### config.mk
export PLATFORM = sky130hd
export DESIGN_NAME = led_effect_sequencer
export DESIGN_NICKNAME = d
export VERILOG_FILES = /design/src/design/les_pkg.sv /design/src/design/led_effect_sequencer.sv
export SDC_FILE = /design/constraint.sdc
export NUM_CORES = 1
export LEC_CHECK = 0
export ABC_AREA = 1
export BUFFER_PORTS_ARGS = -buffer_cell sky130_fd_sc_hd__clkbuf_2
export CAP_MARGIN = 20
export CORE_MARGIN = 2
export CORE_UTILIZATION = 50
export DETAILED_ROUTE_END_ITERATION = 7
export MAX_ROUTING_LAYER = met4
export PLACE_DENSITY = 0.67
export REMOVE_ABC_BUFFERS = 1
export SLEW_MARGIN = 20
export SYNTH_ARGS = -nofsm -noshare
export SYNTH_HDL_FRONTEND = slang
export SYNTH_SLANG_ARGS = --single-unit
### constraint.sdc
create_clock -name clock -period 4.5 [get_ports clock]
set_clock_uncertainty 0.05 [all_clocks]
set_input_delay 0.675 -clock clock [delete_from_list [all_inputs] [get_ports clock]]
set_output_delay 0.675 -clock clock [all_outputs]
set_load 0.005 [all_outputs]
### src/design/les_pkg.sv
// Package for the lamp effect sequencer: item codes and the effect pattern ROM.
package les_pkg;

   // Item kinds carried in the request tuser field
   typedef enum logic [1:0] {
      MODE_POST  = 2'd0,
      MODE_POLL  = 2'd1,
      MODE_TICK  = 2'd2,
      MODE_SPARE = 2'd3
   } mode_type;

   localparam int NUM_PATTERNS = 7;
   localparam int PAT_W        = 3;
   localparam int POS_W        = 3;
   localparam int TMR_W        = 8;
   localparam int LAMP_W       = 2;

   localparam logic [TMR_W-1:0] RESET_HOLD = 8'd10;

   // Pattern codes
   localparam logic [PAT_W-1:0] PAT_DARK   = 3'd0;
   localparam logic [PAT_W-1:0] PAT_LIGHT  = 3'd1;
   localparam logic [PAT_W-1:0] PAT_SHORT  = 3'd2;
   localparam logic [PAT_W-1:0] PAT_BLINK1 = 3'd3;
   localparam logic [PAT_W-1:0] PAT_BLINK2 = 3'd4;
   localparam logic [PAT_W-1:0] PAT_BLINK3 = 3'd5;
   localparam logic [PAT_W-1:0] PAT_BLINK4 = 3'd6;

   // Out-of-range pattern codes play as dark
   function automatic logic [PAT_W-1:0] pat_norm(input logic [PAT_W-1:0] p);
      return (p >= PAT_W'(NUM_PATTERNS)) ? PAT_DARK : p;
   endfunction

   // Number of entries in a pattern
   function automatic logic [POS_W-1:0] pat_len(input logic [PAT_W-1:0] p);
      logic [POS_W-1:0] n;
      case (p)
         PAT_DARK, PAT_LIGHT: n = 3'd1;
         PAT_BLINK2:          n = 3'd6;
         default:             n = 3'd2;
      endcase
      return n;
   endfunction

   // Pattern loops back to its first entry at its end
   function automatic logic pat_loops(input logic [PAT_W-1:0] p);
      return (p >= PAT_BLINK1) && (p <= PAT_BLINK4);
   endfunction

   // Entry position past the pattern end reads as the first entry
   function automatic logic [POS_W-1:0] pos_norm(input logic [PAT_W-1:0] p,
                                                 input logic [POS_W-1:0] pos);
      return (pos >= pat_len(p)) ? '0 : pos;
   endfunction

   // Lamp level of an entry: even entries on, odd off, dark pattern always off
   function automatic logic pat_level(input logic [PAT_W-1:0] p,
                                      input logic [POS_W-1:0] pos);
      return (p != PAT_DARK) && !pos[0];
   endfunction

   // Hold duration of an entry, in ticks
   function automatic logic [TMR_W-1:0] pat_dur(input logic [PAT_W-1:0] p,
                                                input logic [POS_W-1:0] pos);
      logic [TMR_W-1:0] d;
      case (p)
         PAT_BLINK2: d = (pos == 3'd5) ? 8'd200 : 8'd10;
         PAT_BLINK3: d = 8'd30;
         PAT_BLINK4: d = 8'd50;
         default:    d = 8'd10;
      endcase
      return d;
   endfunction

endpackage

### src/design/led_effect_sequencer.sv
// Top level of the lamp effect sequencer: per-channel queues, sequencer and pattern player.
//
//  Channel  Direction  tdata (low bit up)                    tuser
//  req_     in         channel[1:0] effect[4:2] clear[5]     mode[1:0]
//  rsp_     out        lamp_on[1:0] rejected[2]              -
//
// A post goes through ST_POST to ST_EMIT (straight to ST_EMIT when the channel is out of
// range); a poll visits every channel in ST_POLL_RD, with ST_POLL_LD for each channel that loads an
// effect (queue memory read is registered); a tick visits every channel in ST_TICK, one
// channel a cycle through the shared timer/entry update. An unused mode goes straight to ST_EMIT.
// Reset (synchronous, active high) clears all channels to the dark pattern with the
// hold timer at ten and empties every queue; the queue memory is not cleared.
// The result register is separate from the sequencer: a new item is taken while a
// result waits, and the sequencer holds its finished result until rsp_ is free.
module led_effect_sequencer #(
   parameter int CHANNELS    = 2,
   parameter int QUEUE_DEPTH = 4
) (
   input  logic       clock,
   input  logic       reset,
   input  logic       req_tvalid,
   output logic       req_tready,
   input  logic [7:0] req_tdata,   // channel[1:0], effect[4:2], clear[5]
   input  logic [1:0] req_tuser,   // mode[1:0]
   output logic       rsp_tvalid,
   input  logic       rsp_tready,
   output logic [7:0] rsp_tdata    // lamp_on[1:0], rejected[2]
);
   import les_pkg::*;

   localparam int CW     = (CHANNELS > 1) ? $clog2(CHANNELS) : 1;
   localparam int HW     = (QUEUE_DEPTH > 1) ? $clog2(QUEUE_DEPTH) : 1;
   localparam int CNT_W  = $clog2(QUEUE_DEPTH + 1);
   localparam int SUM_W  = ((HW > CNT_W) ? HW : CNT_W) + 1;
   localparam int SLOTS  = CHANNELS * QUEUE_DEPTH;
   localparam int AW     = (SLOTS > 1) ? $clog2(SLOTS) : 1;
   localparam int LAMP_N = (CHANNELS < LAMP_W) ? CHANNELS : LAMP_W;

   typedef enum logic [2:0] {
      ST_IDLE,
      ST_POST,
      ST_POLL_RD,
      ST_POLL_LD,
      ST_TICK,
      ST_EMIT
   } state_type;

   // Sequencer and per-channel state
   state_type            state_ff, state_in;
   logic [CW-1:0]        ch_ff, ch_in;
   logic [PAT_W-1:0]     effect_ff, effect_in;
   logic                 clear_ff, clear_in;
   logic                 rej_ff, rej_in;
   logic                 rsp_valid_ff, rsp_valid_in;
   logic [LAMP_W-1:0]    rsp_lamp_ff, rsp_lamp_in;
   logic                 rsp_rej_ff, rsp_rej_in;

   logic [PAT_W-1:0]     pat_ff  [CHANNELS], pat_in  [CHANNELS];
   logic [POS_W-1:0]     pos_ff  [CHANNELS], pos_in  [CHANNELS];
   logic [TMR_W-1:0]     tmr_ff  [CHANNELS], tmr_in  [CHANNELS];
   logic                 busy_ff [CHANNELS], busy_in [CHANNELS];
   logic [CNT_W-1:0]     cnt_ff  [CHANNELS], cnt_in  [CHANNELS];
   logic [HW-1:0]        head_ff [CHANNELS], head_in [CHANNELS];

   // Queue memory
   logic [PAT_W-1:0]     queue_mem [SLOTS];
   logic [PAT_W-1:0]     mem_rd_ff;
   logic                 mem_we;
   logic [AW-1:0]        mem_waddr;
   logic [AW-1:0]        mem_raddr;

   logic [LAMP_W-1:0]    lamp;
   logic                 last_ch;
   logic [AW-1:0]        ch_base;

   mode_type             req_mode;
   logic [1:0]           req_chan;

   assign req_mode   = mode_type'(req_tuser);
   assign req_chan   = req_tdata[1:0];
   assign req_tready = (state_ff == ST_IDLE);
   assign rsp_tvalid = rsp_valid_ff;
   assign rsp_tdata  = {5'b0, rsp_rej_ff, rsp_lamp_ff};

   assign last_ch    = (ch_ff == CW'(CHANNELS - 1));
   assign ch_base    = AW'(ch_ff) * AW'(QUEUE_DEPTH);
   assign mem_raddr  = ch_base + AW'(head_ff[ch_ff]);

   // Lamp levels of the first two channels
   always_comb begin
      lamp = '0;
      for (int i = 0; i < LAMP_N; i++) begin
         lamp[i] = pat_level(pat_norm(pat_ff[i]), pos_norm(pat_norm(pat_ff[i]), pos_ff[i]));
      end
   end

   // Next-state logic: one channel visited per cycle; a poll that loads holds its channel for ST_POLL_LD
   always_comb begin
      logic [CNT_W-1:0] cnt_eff;
      logic [HW-1:0]    head_eff;
      logic [SUM_W-1:0] tail_sum;
      logic [HW:0]      head_inc;
      logic [PAT_W-1:0] tp;
      logic [POS_W-1:0] tpos;
      logic [TMR_W-1:0] tt;

      state_in     = state_ff;
      ch_in        = ch_ff;
      effect_in    = effect_ff;
      clear_in     = clear_ff;
      rej_in       = rej_ff;
      rsp_valid_in = rsp_valid_ff;
      rsp_lamp_in  = rsp_lamp_ff;
      rsp_rej_in   = rsp_rej_ff;
      pat_in       = pat_ff;
      pos_in       = pos_ff;
      tmr_in       = tmr_ff;
      busy_in      = busy_ff;
      cnt_in       = cnt_ff;
      head_in      = head_ff;
      mem_we       = 1'b0;

      cnt_eff  = clear_ff ? '0 : cnt_ff[ch_ff];
      head_eff = clear_ff ? '0 : head_ff[ch_ff];
      tail_sum = SUM_W'(head_eff) + SUM_W'(cnt_eff);
      if (tail_sum >= SUM_W'(QUEUE_DEPTH)) begin
         tail_sum = tail_sum - SUM_W'(QUEUE_DEPTH);
      end
      mem_waddr = ch_base + AW'(tail_sum[HW-1:0]);

      head_inc = {1'b0, head_ff[ch_ff]} + 1'b1;
      if (head_inc == (HW + 1)'(QUEUE_DEPTH)) begin
         head_inc = '0;
      end

      tp   = pat_norm(pat_ff[ch_ff]);
      tpos = pos_norm(tp, pos_ff[ch_ff]);
      tt   = (tmr_ff[ch_ff] != '0) ? tmr_ff[ch_ff] - 1'b1 : '0;

      // Result register drains independently of the sequencer
      if (rsp_valid_ff && rsp_tready) begin
         rsp_valid_in = 1'b0;
      end

      unique case (state_ff)
         ST_IDLE: begin
            if (req_tvalid) begin
               effect_in = req_tdata[4:2];
               clear_in  = req_tdata[5];
               rej_in    = 1'b0;
               ch_in     = '0;
               unique case (req_mode)
                  MODE_POST: begin
                     if (32'(req_chan) >= CHANNELS) begin
                        rej_in   = 1'b1;
                        state_in = ST_EMIT;
                     end else begin
                        ch_in    = CW'(req_chan);
                        state_in = ST_POST;
                     end
                  end
                  MODE_POLL: state_in = ST_POLL_RD;
                  MODE_TICK: state_in = ST_TICK;
                  default:   state_in = ST_EMIT;
               endcase
            end
         end

         // Optional clear, then enqueue at the tail or drop when full
         ST_POST: begin
            if (clear_ff) begin
               busy_in[ch_ff] = 1'b0;
            end
            cnt_in[ch_ff]  = cnt_eff;
            head_in[ch_ff] = head_eff;
            if (cnt_eff >= CNT_W'(QUEUE_DEPTH)) begin
               rej_in = 1'b1;
            end else begin
               mem_we        = 1'b1;
               cnt_in[ch_ff] = cnt_eff + 1'b1;
            end
            state_in = ST_EMIT;
         end

         // Idle channel with a queued code: head slot read is under way
         ST_POLL_RD: begin
            if ((cnt_ff[ch_ff] != '0) && !busy_ff[ch_ff]) begin
               state_in = ST_POLL_LD;
            end else if (last_ch) begin
               state_in = ST_EMIT;
            end else begin
               ch_in = ch_ff + 1'b1;
            end
         end

         // Pop the head code and start its pattern (an unknown code only marks the channel busy)
         ST_POLL_LD: begin
            head_in[ch_ff] = head_inc[HW-1:0];
            cnt_in[ch_ff]  = cnt_ff[ch_ff] - 1'b1;
            busy_in[ch_ff] = 1'b1;
            if (mem_rd_ff < PAT_W'(NUM_PATTERNS)) begin
               pat_in[ch_ff] = mem_rd_ff;
               pos_in[ch_ff] = '0;
               tmr_in[ch_ff] = pat_dur(mem_rd_ff, '0);
            end
            if (last_ch) begin
               state_in = ST_EMIT;
            end else begin
               ch_in    = ch_ff + 1'b1;
               state_in = ST_POLL_RD;
            end
         end

         // Count the hold timer down; at zero advance, loop or finish
         ST_TICK: begin
            tmr_in[ch_ff] = tt;
            if (tt == '0) begin
               if ((tpos + 1'b1) >= pat_len(tp)) begin
                  if (!pat_loops(tp)) begin
                     busy_in[ch_ff] = 1'b0;
                  end else begin
                     pos_in[ch_ff] = '0;
                     tmr_in[ch_ff] = pat_dur(tp, '0);
                  end
               end else begin
                  pos_in[ch_ff] = tpos + 1'b1;
                  tmr_in[ch_ff] = pat_dur(tp, tpos + 1'b1);
               end
            end
            if (last_ch) begin
               state_in = ST_EMIT;
            end else begin
               ch_in = ch_ff + 1'b1;
            end
         end

         // Hand the result over once the result register is free
         ST_EMIT: begin
            if (!rsp_valid_ff || rsp_tready) begin
               rsp_valid_in = 1'b1;
               rsp_lamp_in  = lamp;
               rsp_rej_in   = rej_ff;
               state_in     = ST_IDLE;
            end
         end

         default: state_in = ST_IDLE;
      endcase
   end

   // State and registered outputs
   always_ff @(posedge clock) begin
      if (reset) begin
         state_ff     <= ST_IDLE;
         ch_ff        <= '0;
         rej_ff       <= 1'b0;
         rsp_valid_ff <= 1'b0;
         for (int i = 0; i < CHANNELS; i++) begin
            pat_ff[i]  <= PAT_DARK;
            pos_ff[i]  <= '0;
            tmr_ff[i]  <= RESET_HOLD;
            busy_ff[i] <= 1'b0;
            cnt_ff[i]  <= '0;
            head_ff[i] <= '0;
         end
      end else begin
         state_ff     <= state_in;
         ch_ff        <= ch_in;
         rej_ff       <= rej_in;
         rsp_valid_ff <= rsp_valid_in;
         pat_ff       <= pat_in;
         pos_ff       <= pos_in;
         tmr_ff       <= tmr_in;
         busy_ff      <= busy_in;
         cnt_ff       <= cnt_in;
         head_ff      <= head_in;
      end
      effect_ff   <= effect_in;
      clear_ff    <= clear_in;
      rsp_lamp_ff <= rsp_lamp_in;
      rsp_rej_ff  <= rsp_rej_in;
   end

   // Queue memory: one write port, one registered read port
   always_ff @(posedge clock) begin
      if (mem_we) begin
         queue_mem[mem_waddr] <= effect_ff;
      end
      mem_rd_ff <= queue_mem[mem_raddr];
   end

   // Checks
   a_cnt_bound: assert property (@(posedge clock) disable iff (reset)
      cnt_ff[0] <= CNT_W'(QUEUE_DEPTH))
      else $error("queue count above depth");

   a_head_bound: assert property (@(posedge clock) disable iff (reset)
      32'(head_ff[0]) < QUEUE_DEPTH)
      else $error("queue head out of range");

   a_busy_after_accept: assert property (@(posedge clock) disable iff (reset)
      (req_tvalid && req_tready) |=> !req_tready)
      else $error("item accepted while previous one in progress");

   a_load_needs_entry: assert property (@(posedge clock) disable iff (reset)
      (state_ff == ST_POLL_LD) |-> ((cnt_ff[ch_ff] != '0) && !busy_ff[ch_ff]))
      else $error("load from empty queue or busy channel");

endmodule

# Yosys cells after proc, flatten, opt, wreduce, memory -nomap -nowiden
# Memories as Yosys holds them, arrays and structs flattened. A register that Yosys moved wholly into a read port is not among the register bits.
# Cells that the tools add are included.
[word_totals]
ff_bits = 53
ramBits = 24
n_memories = 1
[mem_list]
columns = ["memory", "depth", "word_bits", "read_ports", "rd_ports_with_merged_regs", "wr", "line", "text"]
rows = [
  ["queue_mem", 8, 3, 1, 1, 1, "led_effect_sequencer.sv:66", "logic [PAT_W-1:0] queue_mem [SLOTS];"],
]
[op_classes]
n_addsub = 10
order_cmp = 15
eq_ne = 29
n_mux = 110
bitwise_logic = 6
reduce_logical = 39
[op_table]
columns = ["operator", "count"]
rows = [
  ["8-bit 2-to-1 mux", 15],
  ["3-bit 2-to-1 mux", 23],
  ["16-bit bitwise mux", 4],
  ["16-bit 2-to-1 mux", 4],
  ["6-bit case mux with 2 select lines", 4],
  ["3-bit == test, second input constant", 11],
  ["16-bit case mux with 2 select lines", 1],
  ["6-bit bitwise mux", 5],
  ["6-bit 2-to-1 mux", 5],
  ["8-bit case mux with 3 select lines", 1],
  ["1-bit 2-to-1 mux", 22],
  ["2-bit 2-to-1 mux", 11],
  ["2-bit != test, second input constant", 9],
  ["3-bit case mux with 2 select lines", 3],
  ["3-bit case mux with 6 select lines", 1],
  ["3-bit nonzero test", 5],
  ["3-bit by 1-bit == test with 1-bit output, second input constant", 4],
  ["3-bit greater-or-equal comparator", 4],
  ["3-bit greater-or-equal comparator, second input constant", 4],
  ["3-bit logical NOT", 4],
  ["2-bit AND reduction", 5],
  ["3-bit case mux with 3 select lines", 1],
  ["4-bit bitwise mux", 2],
  ["8-bit demux with 1-bit select", 1],
  ["42 further kinds", 60],
]

# Depth between registers and ports, before layout
[logic_depth]
depth_word = 22
depth_mapped = 30
ltp_nobuf = 28

# Worst setup path before layout
# Ideal clock, no wire load.
[synth_timing]
kind = "register to register"
startpoint = "register ch_ff"
endpoint = "register pos_ff[0] (netlist name)"
arrival_time_ns = 4.014
path_slack_ns = 0.373
stages_incl_launch_ff = 27
n_path_buf = 3
path_cell_list = "dfxtp_1 > buf_6 > buf_6 > o21ai_0 > nand2_1 > o21ai_0 > ha_1 > o211ai_1 > nand2_1 > nor2_1 > ha_1 > nand4_1 > nand2_1 > inv_1 > ha_1 > nand2_1 > nor2_1 > a211oi_1 > nand2_1 > inv_1 > clkbuf_1 > nand2_1 > o21ai_0 > inv_1 > nand4_1 > nand2_1 > nor2_1"
[synth_via]
elab_chain_len = 16
[synth_lines]
columns = ["element", "line", "text"]
rows = [
  ["from (decl)", "led_effect_sequencer.sv:50", "logic [CW-1:0] ch_ff, ch_in;"],
  ["from (signal assigned)", "led_effect_sequencer.sv:268", "ch_ff <= ch_in;"],
  ["1-bit NOT with 2-bit output (not written as such) *", "-", ""],
  ["3-bit 2-to-1 mux (not written as such) (3 in a row)", "led_effect_sequencer.sv:136", "tp = pat_norm(pat_ff[ch_ff]);"],
  ["3-bit greater-or-equal comparator", "les_pkg.sv:31", "return (p >= PAT_W'(NUM_PATTERNS)) ? PAT_DARK : p;"],
  ["3-bit 2-to-1 mux", "les_pkg.sv:31", ""],
  ["3-bit by 1-bit == test with 1-bit output / 3-bit logical NOT (equally long branches)", "les_pkg.sv:37", "case (p)"],
  ["2-bit OR reduction", "les_pkg.sv:37", ""],
  ["3-bit case mux with 2 select lines", "les_pkg.sv:37", ""],
  ["3-bit greater-or-equal comparator", "les_pkg.sv:53", "return (pos >= pat_len(p)) ? '0 : pos;"],
  ["3-bit 2-to-1 mux", "les_pkg.sv:53", ""],
  ["3-bit by 1-bit adder with 3-bit output", "led_effect_sequencer.sv:218, led_effect_sequencer.sv:226", ""],
  ["3-bit greater-or-equal comparator / 6-bit bitwise mux (equally long branches)", "led_effect_sequencer.sv:218, led_effect_sequencer.sv:226", ""],
  ["6-bit 2-to-1 mux", "led_effect_sequencer.sv:218", "if ((tpos + 1'b1) >= pat_len(tp)) begin"],
  ["6-bit 2-to-1 mux", "led_effect_sequencer.sv:217", "if (tt == '0) begin"],
  ["6-bit case mux with 2 select lines", "led_effect_sequencer.sv:145", "unique case (state_ff)"],
  ["to (signal assigned)", "led_effect_sequencer.sv:272", "pos_ff <= pos_in;"],
  ["to (decl)", "led_effect_sequencer.sv:59", "logic [POS_W-1:0] pos_ff [CHANNELS], pos_in [CHANNELS];"],
]
# Every way passes the cells marked *; elsewhere a longest branch is shown, timed or not. The select of a mux whose other input is x is not followed.
# A chain may end at the register's enable or synchronous reset.

# Worst setup path in the final report
[layout_timing]
startpoint = "register pat_ff[4] (netlist name)"
endpoint = "register pos_ff[0] (netlist name)"
[layout_via]
elab_chain_len = 15
[layout_lines]
columns = ["element", "line", "text"]
rows = [
  ["from (decl)", "led_effect_sequencer.sv:58", "logic [PAT_W-1:0] pat_ff [CHANNELS], pat_in [CHANNELS];"],
  ["from (signal assigned)", "led_effect_sequencer.sv:271", "pat_ff <= pat_in;"],
  ["3-bit 2-to-1 mux (not written as such) * (3 in a row)", "led_effect_sequencer.sv:136", ""],
  ["3-bit greater-or-equal comparator", "les_pkg.sv:31", ""],
  ["3-bit 2-to-1 mux *", "les_pkg.sv:31", ""],
  ["3-bit by 1-bit == test with 1-bit output / 3-bit logical NOT (equally long branches)", "les_pkg.sv:37", ""],
  ["2-bit OR reduction", "les_pkg.sv:37", ""],
  ["3-bit case mux with 2 select lines", "les_pkg.sv:37", ""],
  ["3-bit greater-or-equal comparator", "les_pkg.sv:53", ""],
  ["3-bit 2-to-1 mux", "les_pkg.sv:53", ""],
  ["3-bit by 1-bit adder with 3-bit output", "led_effect_sequencer.sv:218, led_effect_sequencer.sv:226", ""],
  ["3-bit greater-or-equal comparator / 6-bit bitwise mux (equally long branches)", "led_effect_sequencer.sv:218, led_effect_sequencer.sv:226", ""],
  ["6-bit 2-to-1 mux", "led_effect_sequencer.sv:218", ""],
  ["6-bit 2-to-1 mux", "led_effect_sequencer.sv:217", ""],
  ["6-bit case mux with 2 select lines", "led_effect_sequencer.sv:145", ""],
]
# Marked as above.

==> key figures <==
Floorplanning
  – Die area: 11,680 um2
  – I/O pin total: 24
  – Chip Height: approximately 110 um
  – Starting Density: 0.5198
  – Die width: 108.1 um
  – Cell Rows: 37
  – Core footprint: between 10,000 and 15,000 um2

Timing
  – Slew @ Worst Pin: ~0.9 ns
  – Endpoints failing hold: 0
  – Max Clk Rate: 0.2421 GHz
  – Final Critical Period: 4.131 ns
  – Setup-failing EPs final: 0
  – Period utilization: 0.9179
  – Slew HR: 0.3994
  – Final WS setup: approximately 0.37 ns
  – Max-slew violations: 0

Clocking
  – CTS tree: yes
  – H-tree Lvls: 3
  – Clk slew on worst S/H paths: 0.09 ns
  – Worst skew pair latency: 0.38 ns
  – Hold_buf cts: 0
  – Clock Sinks: 80
  – CTS Buffer Depth: 2
  – Root Driver: clkbuf_8
  – CTS Buf Count: 9

Finish
  – Area of the multi-input gates: 2934 um2
  – Layout cells sized above 1: 0.09801
  – FILL cells: 1,006
  – Antenna cell count: 0
  – Layout area overhead: 7.534%
  – Sequential cell area: 1913 um2
  – Layout Nets: 838

Synth
  – Commonest cells in the netlist: 187 x nand2_1, 111 x inv_1, 94 x nor2_1
  – Area leader, netlist: dfxtp_1
  – Cell with the most instances after synthesis: nand2_1
  – Post-synth EDFFs: 31
  – Area contributors post-synth: dfxtp_1 18%, edfxtp_1 17%, nand2_1 13%
  – Syn Std Cell Area: 5414 um2
  – Sequential share of the synthesized area: 0.3531
  – Yosys synthesis warning count: 0
  – Cell variety after synth: 46
  – Mapped Avg Cell Area: 6.836 um2
  – Main synth FF type: dfxtp_1
  – Synth top area share: 0.1812
  – Cells after Synth: 792
  – Seq cells post-synth: 80
  – Post-synth ARST share: 0

Routing
  – Post-DR vias/cell: 5.505
  – Iteration-0 DRC Markers: between 300 and 400
  – Via count: 5,186
  – Average wire per standard cell: 14.37 um
  – # DRC: 0
  – Drt total wl: 13,530 um
  – Routed Antenna Nets: 0
  – First-pass iteration count of the detailed router: 7

Power and ir drop
  – Tot Pwr: 3.818 mW
  – Max VDD drop: 0.2887 mV
  – Leak Pwr: about 2.6 nW
  – Power per cell area: 655.8 nW/um2

Flow run
  – Max_cap viols: 0

Place
  – PortBufs: 16
  – Worst slack at placement: -0.1050 ns
  – Routability Congestion: 0.9727
  – Dpl hpwl: 9850 um

GRT
  – Largest net degree at the start of global routing: 53
  – All-Layer GR Usage: 0.2488
  – Grt ovf: 0
  – Initial antenna violation count: 0
  – Vias in the first global route: between 4,000 and 5,000
  – First-pass GRT wire length: 22,300 um

Outcome
  – Status: complete, no violations

Critical path
  – WP data required: 4.76 ns
  – Worst setup EP type: register
  – Reg-to-reg setup timing slack: 0.37 ns
  – Setup crit start kind: register
  – Critical Path Fanout Max: 11
  – CP Class: reg -> reg
  – Data arrival time of the worst path: between 4 and 5 ns

Min path
  – Hold Crit Class: reg -> reg
worst max-delay path: stages, from the launching register on:
cell and delay (ns):
dfxtp_1 0.41, inv_1 0.10, o21ai_2 0.20, nand2_1 0.12, o21ai_1 0.22, ha_1 0.27, o211ai_1 0.26, nand2_1 0.12
nor2_2 0.15, ha_1 0.19, nand4_1 0.09, nand2_1 0.13, inv_1 0.07, ha_1 0.31, nand2_1 0.07, nor2_1 0.04
a211oi_1 0.22, nand2_2 0.19, inv_4 0.16, nand2_1 0.16, o21ai_0 0.22, inv_1 0.06, nand4_1 0.08, nand2_1 0.05
nor2_1 0.11
final cells by class:
type / count / area share
Clock buffer: 9 / 0.02128
Inverter: 114 / 0.07436
Timing Repair Buffer: 24 / 0.02407
Clock inverter: 7 / 0.01848
Multi-Input combinational cell: 572 / 0.5040
Tap cell: 136 / 0.02923
Sequential cell: 80 / 0.3286
stage by stage:
stage / cells / area [um2] / hold WS [ns] / TNS, ns / utilization
final: 942 / 5822 / 0.4094 / 0 / 0.5589
after global routing: 942 / 5822 / 0.4053 / -0.01681 / 0.5589
after CTS: 938 / 5762 / 0.4108 / 0 / 0.5532
after detailed placement: 922 / 5530 / 0.3966 / -0.6610 / 0.5309
after global placement: 922 / 5530 / 0.3974 / 0 / 0.5309
after floorplan: 766 / 5249 / 0.3586 / -8.214 / -
cells in the final DEF, fill, tap and decap left out, types with 3 or more instances in the layout:
master    instances
a211oi_1          5
a21oi_1          45
a31oi_1           4
buf_4             8
clkbuf_2         16
clkbuf_8          9
conb_1            5
dfxtp_1          48
edfxtp_1         31
ha_1             23
inv_1           110
nand2_1         185
nand2_2           6
nand3_1          62
nand3_2           5
nand4_1          13
nor2_1           91
nor2_2            4
nor3_1            6
o211ai_1          4
o21ai_0          63
o21ai_1           3
o21ai_2           6
o21bai_1          4
o22ai_1           6
or2_2             6
xor2_1            3
logic make-up after synthesis:
| group | after synthesis | share of synthesized area |
|---|---|---|
| xor gates and xnor gates | 4 | 0.006472 |
| AOI/OAI and AO/OA | 150 | 0.1555 |
| and+or+nand+nor | 390 | 0.3182 |
| buffers and inverters | 144 | 0.1128 |
| adders and majority gates | 23 | 0.05316 |
| DFF | 80 | 0.3531 |
| other | 1 | 0.0006927 |
repair_timing:
item	4_1_cts	5_1_grt
pin swaps	0	2
setup buffers	0	4
setup endpoints to repair	12	22
hold endpoints to repair	0	0
gates resized for setup	2	12
report_power, final:
group / leakage (nW) / internal [mW] / switching, mW / total [mW]
combinational: 1.78 / 0.721 / 1.43 / 2.15
sequential: 0.682 / 0.912 / 0.122 / 1.03
clock: 0.114 / 0.324 / 0.307 / 0.631
final timing paths:
| check | startpoint | to | cells past startpoint |
|---|---|---|---|
| min reg2reg | rej_ff$_SDFFE_PP0P_ | rsp_rej_ff$_DFFE_PP_ | 0 |
| max reg2reg | pat_ff[4]$_SDFFE_PP0P_ | pos_ff[0]$_SDFFE_PP0P_ | 24 |
| min | rej_ff$_SDFFE_PP0P_ | rsp_rej_ff$_DFFE_PP_ | 0 |
| max | pat_ff[4]$_SDFFE_PP0P_ | pos_ff[0]$_SDFFE_PP0P_ | 24 |
flip-flops by register name, summed over array words and instances, names as in the netlist, 4 cells and up, named ones only:
signal / flops
pat_ff: 6
tmr_ff: 14
cnt_ff: 4
pos_ff: 6
queue_mem: 24
head_ff: 4
routing by layer:
layer	up-vias	part of all wire	global-route usage
met2	159	0.47	0.4039
li1	2603	-	-
met5	-	0	-
met1	2402	0.44	0.3049
met3	22	0.065	0.05726
met4	0	0.023	0.08791
No activity file was read; power rests on OpenSTA's default activity.
